`src/rtl/u8u16_pkg.sv`:
```
// ----------------------------------------------------------------------------
// u8u16_pkg: shared types and constants
// Item types for the byte and code-unit channels, the unit bundle passed from
// the decoder to the output queue, and the UTF-16 constants.
// ----------------------------------------------------------------------------
package u8u16_pkg;

	// UTF-16 constants
	localparam logic [15:0] REPLACEMENT_UNIT = 16'hFFFD;
	localparam logic [15:0] HIGH_SURR_BASE   = 16'hD800;
	localparam logic [15:0] LOW_SURR_BASE    = 16'hDC00;
	localparam logic [20:0] SUPPLEMENT_BASE  = 21'h10000;

	// Most code units one byte can produce
	localparam int unsigned MAX_UNITS = 4;

	// Default output queue depth (power of two, at least MAX_UNITS)
	localparam int unsigned FIFO_DEPTH = 8;

	// Input item: one UTF-8 byte
	typedef struct packed {
		logic [7:0] in_byte;
		logic       end_of_input;
	} u8_item_t;

	// Result item: one UTF-16 code unit
	typedef struct packed {
		logic [15:0] code_unit;
		logic        last_unit;
	} u16_item_t;

	// All units caused by one byte, unit 0 first
	typedef struct packed {
		logic [2:0]                 count;
		logic [MAX_UNITS-1:0][15:0] units;
	} unit_bundle_t;

endpackage

```
`src/rtl/u8u16_decode.sv`:
```
// ----------------------------------------------------------------------------
// u8u16_decode: sequence state and per-byte decode
// Holds the pending sequence and turns the registered byte into a bundle of
// zero to four code units in one combinational pass.
// ----------------------------------------------------------------------------
module u8u16_decode import u8u16_pkg::*; (
	input  logic         clk,
	input  logic         arst_n,
	input  logic         advance,
	input  u8_item_t     item,
	output unit_bundle_t bundle
);

	logic [2:0]  needed_q;
	logic [1:0]  taken_q;
	logic [20:0] partial_q;
	logic [2:0]  needed_d;
	logic [1:0]  taken_d;
	logic [20:0] partial_d;

	logic [7:0]  b;
	logic        last;
	logic        is_cont;

	logic        lead_emit;
	logic        lead_open;
	logic [15:0] lead_unit;
	logic [2:0]  lead_len;
	logic [20:0] lead_bits;

	logic [20:0] cont_partial;
	logic [2:0]  taken_inc;
	logic        cont_done;
	logic        is_supp;
	logic [20:0] supp_off;
	logic [15:0] high_unit;
	logic [15:0] low_unit;
	logic [2:0]  still;
	logic [2:0]  reps;

	logic [15:0] units [MAX_UNITS];
	logic [2:0]  count;

	assign b       = item.in_byte;
	assign last    = item.end_of_input;
	assign is_cont = (b[7:6] == 2'b10);

	// Classify the byte as if it starts a new sequence
	always_comb begin
		lead_emit = 1'b0;
		lead_open = 1'b0;
		lead_unit = REPLACEMENT_UNIT;
		lead_len  = 3'd0;
		lead_bits = '0;
		priority if (!b[7]) begin
			lead_emit = 1'b1;
			lead_unit = {8'h00, b};
		end else if (b[7:5] == 3'b110) begin
			lead_len  = 3'd2;
			lead_bits = {16'd0, b[4:0]};
		end else if (b[7:4] == 4'b1110) begin
			lead_len  = 3'd3;
			lead_bits = {17'd0, b[3:0]};
		end else if (b[7:3] == 5'b11110) begin
			lead_len  = 3'd4;
			lead_bits = {18'd0, b[2:0]};
		end else begin
			// stray continuation or 11111xxx
			lead_emit = 1'b1;
		end
		// a sequence opened on the final byte cannot finish
		if (lead_len != 3'd0) begin
			if (last) begin
				lead_emit = 1'b1;
			end else begin
				lead_open = 1'b1;
			end
		end
	end

	// Extend the pending code point and split it into surrogates
	assign cont_partial = {partial_q[14:0], b[5:0]};
	assign taken_inc    = {1'b0, taken_q} + 3'd1;
	assign cont_done    = (taken_inc + 3'd1) >= needed_q;
	assign is_supp      = cont_partial >= SUPPLEMENT_BASE;
	assign supp_off     = cont_partial - SUPPLEMENT_BASE;
	assign high_unit    = HIGH_SURR_BASE + {5'd0, supp_off[20:10]};
	assign low_unit     = LOW_SURR_BASE | {6'd0, supp_off[9:0]};
	assign still        = needed_q - 3'd1 - {1'b0, taken_q};
	assign reps         = {1'b0, taken_q} + 3'd1;

	// Build the unit bundle and the next sequence state
	always_comb begin
		for (int k = 0; k < MAX_UNITS; k++) begin
			units[k] = REPLACEMENT_UNIT;
		end
		count     = 3'd0;
		needed_d  = needed_q;
		taken_d   = taken_q;
		partial_d = partial_q;
		priority if (needed_q == 3'd0) begin
			units[0] = lead_unit;
			count    = {2'b00, lead_emit};
			if (lead_open) begin
				needed_d  = lead_len;
				taken_d   = 2'd0;
				partial_d = lead_bits;
			end
		end else if (is_cont) begin
			if (cont_done) begin
				needed_d  = 3'd0;
				taken_d   = 2'd0;
				partial_d = '0;
				if (is_supp) begin
					units[0] = high_unit;
					units[1] = low_unit;
					count    = 3'd2;
				end else begin
					units[0] = cont_partial[15:0];
					count    = 3'd1;
				end
			end else if (last) begin
				needed_d  = 3'd0;
				taken_d   = 2'd0;
				partial_d = '0;
				count     = 3'd1;
			end else begin
				partial_d = cont_partial;
				taken_d   = taken_inc[1:0];
			end
		end else begin
			// broken sequence: drop the pending state
			needed_d  = 3'd0;
			taken_d   = 2'd0;
			partial_d = '0;
			if (last && (still > 3'd1)) begin
				count = 3'd1;
			end else begin
				units[reps[1:0]] = lead_unit;
				count            = reps + {2'b00, lead_emit};
				if (lead_open) begin
					needed_d  = lead_len;
					partial_d = lead_bits;
				end
			end
		end
	end

	// Pack the bundle
	always_comb begin
		bundle.count = count;
		for (int k = 0; k < MAX_UNITS; k++) begin
			bundle.units[k] = units[k];
		end
	end

	// Advance the sequence state once per processed byte
	always_ff @(posedge clk or negedge arst_n) begin
		if (!arst_n) begin
			needed_q  <= 3'd0;
			taken_q   <= 2'd0;
			partial_q <= '0;
		end else if (advance) begin
			needed_q  <= needed_d;
			taken_q   <= taken_d;
			partial_q <= partial_d;
		end
	end

endmodule

```
`src/rtl/u8u16_unit_fifo.sv`:
```
// ----------------------------------------------------------------------------
// u8u16_unit_fifo: code-unit output queue
// Takes a whole bundle of up to four units at once and hands them out one
// per transfer; marks the final unit of each bundle.
// ----------------------------------------------------------------------------
module u8u16_unit_fifo import u8u16_pkg::*; #(
	parameter  int unsigned DEPTH = FIFO_DEPTH,
	localparam int unsigned CNT_W = $clog2(DEPTH + 1)
) (
	input  logic             clk,
	input  logic             arst_n,
	input  logic             push,
	input  unit_bundle_t     push_bundle,
	input  logic             pop,
	output logic             head_valid,
	output u16_item_t        head,
	output logic [CNT_W-1:0] level
);

	localparam int unsigned PTR_W = $clog2(DEPTH);

	u16_item_t        mem_q [DEPTH];
	logic [PTR_W-1:0] wr_ptr_q;
	logic [PTR_W-1:0] rd_ptr_q;
	logic [CNT_W-1:0] level_q;
	logic [2:0]       push_cnt;

	assign push_cnt   = push ? push_bundle.count : 3'd0;
	assign head_valid = (level_q != '0);
	assign head       = mem_q[rd_ptr_q];
	assign level      = level_q;

	// Write the bundle's units at consecutive slots
	always_ff @(posedge clk) begin
		for (int k = 0; k < MAX_UNITS; k++) begin
			if (3'(k) < push_cnt) begin
				mem_q[wr_ptr_q + PTR_W'(k)] <= '{
					code_unit: push_bundle.units[k],
					last_unit: (3'(k) == (push_cnt - 3'd1))
				};
			end
		end
	end

	// Advance pointers and fill level
	always_ff @(posedge clk or negedge arst_n) begin
		if (!arst_n) begin
			wr_ptr_q <= '0;
			rd_ptr_q <= '0;
			level_q  <= '0;
		end else begin
			wr_ptr_q <= wr_ptr_q + PTR_W'(push_cnt);
			if (pop) begin
				rd_ptr_q <= rd_ptr_q + PTR_W'(1);
			end
			level_q <= level_q + CNT_W'(push_cnt) - CNT_W'(pop);
		end
	end

endmodule

```
`src/rtl/utf8_to_utf16_transcoder_top.sv`:
```
// ----------------------------------------------------------------------------
// utf8_to_utf16_transcoder_top: UTF-8 byte stream to UTF-16 code units
// Path: a byte is held in the input register, decoded into the output queue once the queue has room, then offered.
// Throughput: one byte per cycle while the queue has room for 4 units; one unit out per cycle while utf16_stall is low.
// Reset: arst_n clears the pending sequence and empties the output queue.
// ----------------------------------------------------------------------------
module utf8_to_utf16_transcoder_top import u8u16_pkg::*; #(
	parameter int unsigned DEPTH = FIFO_DEPTH
) (
	input  logic      clk,
	input  logic      arst_n,
	input  logic      utf8_valid,
	output logic      utf8_stall,
	input  u8_item_t  utf8_data,
	output logic      utf16_valid,
	input  logic      utf16_stall,
	output u16_item_t utf16_data
);

	localparam int unsigned CNT_W = $clog2(DEPTH + 1);

	logic             valid_s1;
	u8_item_t         item_s1;
	logic             accept;
	logic             advance;
	logic             room;
	logic [CNT_W-1:0] level;
	unit_bundle_t     bundle;

	// Process the held byte only when the queue can take a full bundle
	assign room       = level <= CNT_W'(DEPTH - MAX_UNITS);
	assign advance    = valid_s1 && room;
	assign utf8_stall = valid_s1 && !room;
	assign accept     = utf8_valid && !utf8_stall;

	// Input register
	always_ff @(posedge clk or negedge arst_n) begin
		if (!arst_n) begin
			valid_s1 <= 1'b0;
		end else if (accept) begin
			valid_s1 <= 1'b1;
		end else if (advance) begin
			valid_s1 <= 1'b0;
		end
	end

	always_ff @(posedge clk) begin
		if (accept) begin
			item_s1 <= utf8_data;
		end
	end

	u8u16_decode u_decode (
		.clk     (clk),
		.arst_n  (arst_n),
		.advance (advance),
		.item    (item_s1),
		.bundle  (bundle)
	);

	u8u16_unit_fifo #(
		.DEPTH (DEPTH)
	) u_fifo (
		.clk         (clk),
		.arst_n      (arst_n),
		.push        (advance),
		.push_bundle (bundle),
		.pop         (utf16_valid && !utf16_stall),
		.head_valid  (utf16_valid),
		.head        (utf16_data),
		.level       (level)
	);

`ifndef NO_ASSERTIONS
	// queue never overfills
	assert property (@(posedge clk) disable iff (!arst_n)
		level <= CNT_W'(DEPTH))
		else $error("output queue overfilled");

	// a byte never produces more units than a bundle holds
	assert property (@(posedge clk) disable iff (!arst_n)
		advance |-> (bundle.count <= 3'(MAX_UNITS)))
		else $error("bundle count out of range");

	// the final byte of a string always closes with at least one unit
	assert property (@(posedge clk) disable iff (!arst_n)
		(advance && item_s1.end_of_input) |-> (bundle.count != 3'd0))
		else $error("final byte produced no unit");

	// a processed byte with units shows output valid in the next cycle
	assert property (@(posedge clk) disable iff (!arst_n)
		(advance && (bundle.count != 3'd0)) |=> utf16_valid)
		else $error("pushed units not visible at output");
`endif

endmodule

```
`config.mk`:
```
export PLATFORM = sky130hd
export DESIGN_NAME = utf8_to_utf16_transcoder_top
export DESIGN_NICKNAME = d
export VERILOG_FILES = /design/src/rtl/u8u16_pkg.sv /design/src/rtl/u8u16_decode.sv /design/src/rtl/u8u16_unit_fifo.sv /design/src/rtl/utf8_to_utf16_transcoder_top.sv
export SDC_FILE = /design/constraint.sdc
export NUM_CORES = 1
export LEC_CHECK = 0
export BUFFER_PORTS_ARGS = -buffer_cell sky130_fd_sc_hd__buf_2
export CAP_MARGIN = 20
export CELL_PAD_IN_SITES_DETAIL_PLACEMENT = 0
export CELL_PAD_IN_SITES_GLOBAL_PLACEMENT = 1
export CORE_UTILIZATION = 30
export CTS_CLUSTER_DIAMETER = 200
export DETAILED_ROUTE_END_ITERATION = 16
export HOLD_SLACK_MARGIN = 0.15
export PLACE_DENSITY_LB_ADDON = 0.1
export SYNTH_ARGS = -nofsm -noshare
export SYNTH_HDL_FRONTEND = slang
export SYNTH_SLANG_ARGS = --single-unit
export TNS_END_PERCENT = 30
```
`constraint.sdc`:
```
create_clock -name clk -period 4.3 [get_ports clk]
set_input_delay 0.215 -clock clk [delete_from_list [all_inputs] [get_ports clk]]
set_output_delay 0.215 -clock clk [all_outputs]
set_load 0.05 [all_outputs]
```
==> results.toml <==
[outcome]
outcome = "finished, final reports clean"

[pwr]
powerDensity_mw_per_mm2 = 734
total_power_mw = 8.88
peakVddDrop_v = 0.000321
p_leak_nw = 4.39

[synthesis]
synth.avg_cell_area_um2 = 12.0
synth_edf_count = 145
synth_area_mm2 = 0.0103
synth.distinct_cells = 77
synth_ff_type = "edfxtp_1"
yosysWarnings = 0
netlist_instances = 862
synth-seq-cells = 176
ys_async_sr_fraction_pct = 17.6
syn-num-nets = 899
ys_seq_area_share_pct = 49.6

[timing]
setup_viol_count_final = 0
fmax_mhz = 247
hold_viol_final = 0
final.period_utilization_pct = 94.2
rsz0062_at_grt = "false"
drv_slew = 0
skew_ns = 0.0103
tightest_slew_ns = 1.20
slew-limit-headroom_pct = 19.7
setup_tns_ns = 0
period_minus_slack_ns = 4.05
timing.hold.ws_ns = 0.378

[worst_setup_path]
crit_path_start_kind = "flip-flop"
r2r-end = "u_fifo.mem_q[0][3]"
crit_start = "u_decode.taken_q[0]"
worst_r2r_path_depth = 12
r2r-start = "u_decode.taken_q[0]"
critical_path.endpoint = "u_fifo.mem_q[0][3]"
path_class = "flip-flop to flip-flop"
r2r_slack_ns = 0.25
crit_path_max_fanout = 13
crit_required_ns = 4.49
worstPathArrival_ns = 4.24
end_kind = "flip-flop"

[final_layout]
final_common_cell = "edfxtp_1"
fin_nets = 986
syn_to_final_growth_pct = 17.0
drive_above_1_share_pct = 23.7
diodes = 0
mostFrequentLayoutCells = "edfxtp_1 (145), o21ai_0 (79), buf_4 (75), nand2_1 (60), a21oi_1 (53)"

[detailed_routing]
via_count = 8128
ant_nets = 0
drt_pre_antenna_iters = 5
drt_iter0_markers = 936
vias_per_cell = 5.78
finalWirelength_um = 39000
remaining_drc_errors = 0
avgRoutedWirePerCell_um = 27.7

[die]
core-area_mm2 = 0.0337
die_height_um = 188
start_util_pct = 30.7
pin_count = 32
dieArea_mm2 = 0.0352
num_rows = 67
dieWidth_um = 188

[place]
gp_congestion = 0.965
dp_hpwl_um = 28700
port-buffer-count = 31

[clock_tree]
cts_buffers = 17
clock_insertion_delay_worst_skew_ns = 0.44
clock_sinks = 176
cts_tree = "yes"
h-tree-depth = 4
root_buffer = "clkbuf_16"
clk_pin_slew_ns = 0.07
clk_path_buf_depth = 2

[global_route]
met2_usage_pct = 34.8
met1_usage_pct = 32.1
antenna_found_initial = 0
groute.layer.met3.usage_pct = 3.69
grt_usage_pct = 22.6
grt_pass1_wl_um = 56900
grt_overflow_total = 0
busiest_layer = "met2"
grt_pass1_vias = 8117
grt_max_degree = 37

[worst_hold_path]
hp-class = "input pin to async pin"

[job]
cap_violations = 0
## cells in the mapped netlist, drive strengths merged, types with 4 or more instances
cell type    n  share of area [%]
a21boi       6               0.47
a21o        13               0.94
a21oi       54                2.6
a22o         6               0.51
a22oi       20                1.5
a31oi        5               0.30
and3         8               0.48
buf         19                1.0
clkbuf      31                1.1
dfrtp       31                7.5
edfxtp     145                 42
fa           4               0.77
ha          20                2.4
inv         27                1.0
mux2        20                2.2
mux2i       38                3.7
mux4        34                7.4
nand2       60                2.2
nand2b      12               0.73
nand3        9               0.44
nor2        27                1.1
nor2b        9               0.54
nor3        18               0.98
nor4         5               0.36
o21a        12               0.87
o21ai       92                4.9
o21bai       4               0.29
o221ai       7               0.59
o22a        36                3.0
o22ai        8               0.54
o32a        16                1.5
or2          4               0.24
or3          7               0.47
xnor2        9               0.76
xor2         6               0.51
## repair_timing
action / 4_1_cts / 5_1_grt
setup endpoints to repair: 0 / 87
hold buffers: 12 / 0
endpoints found under the hold margin: 43 / 0
resized for setup: 0 / 11
setup buffers: 0 / 5
## metal layers
layer | part of all wire [%] | vias to the layer above
met2 | 46 | 330
li1 | - | 3577
met4 | 2.5 | 0
met1 | 46 | 4167
met3 | 5.6 | 54
met5 | 0 | -
## per-stage QoR
step           util, %  instance area [um^2]  setup WS, ns  std cells
2_1_floorplan        -                 10300         0.343        862
3_3_place_gp      33.8                 11400         0.189       1361
3_5_place_dp      33.8                 11400         0.103       1361
4_1_cts           35.7                 12000        0.0824       1402
5_1_grt           35.9                 12100        0.0133       1407
6_report          35.9                 12100         0.250       1407
## layout make-up
type                       count  area (um^2)
multi-input combinational    608         4950
clock inverter                10         73.8
sequential                   176         5130
clock buffer                  19          433
timing repair buffer         118          838
tap                          448          561
fill                        3358        21600
inverter                      28          111
## kinds of logic (layout without fill, tap and decap cells)
| logic type | Yosys count | count (layout) | synth area share, % |
|---|---|---|---|
| compound gates | 306 | 306 | 21.1 |
| flops | 176 | 176 | 49.6 |
| buf+inv | 78 | 175 | 3.18 |
| xor+xnor | 15 | 15 | 1.27 |
| fa+ha+maj | 24 | 24 | 3.19 |
| simple gates | 171 | 171 | 8.43 |
| mux | 92 | 92 | 13.3 |
## state kept, by name (all words and copies together) (netlist names)
register and flops:
valid_s1 1, u_decode.taken_q 2, u_fifo.wr_ptr_q 3, item_s1 9, u_fifo.rd_ptr_q 3, u_decode.needed_q 3, u_decode.partial_q 15, u_fifo.level 4
u_fifo.mem_q 136
## how the worst min path moves through the flow
stage | startpoint | endpoint | slack [ns] | depth (start not counted)
global placement | arst_n | u_decode.needed_q[0] | 0.33 | 1
global route | arst_n | valid_s1 | 0.44 | 2
finish | arst_n | valid_s1 | 0.38 | 2
detailed placement | arst_n | u_decode.needed_q[0] | 0.35 | 1
floorplan | arst_n | u_decode.needed_q[0] | -0.08 | 0
CTS | arst_n | u_decode.needed_q[0] | 0.40 | 2
## worst max-delay path, stage by stage, from the launching register on
cell and delay, ns:
dfrtp_2 0.45, inv_1 0.16, ha_1 0.21, fa_1 0.46, a21o_1 0.19, and2_1 0.19
nor4b_4 0.33, clkinvlp_4 0.31, buf_4 0.24, or3_1 0.51, o22ai_2 0.24, a21oi_1 0.21
o22a_1 0.31
## report_power, final
group	total [mW]	internal (mW)	switching, mW
combinational	4.70	1.69	3.01
sequential	2.74	2.47	0.272
clock	1.43	0.774	0.655
No activity file was read; power rests on OpenSTA's default activity.
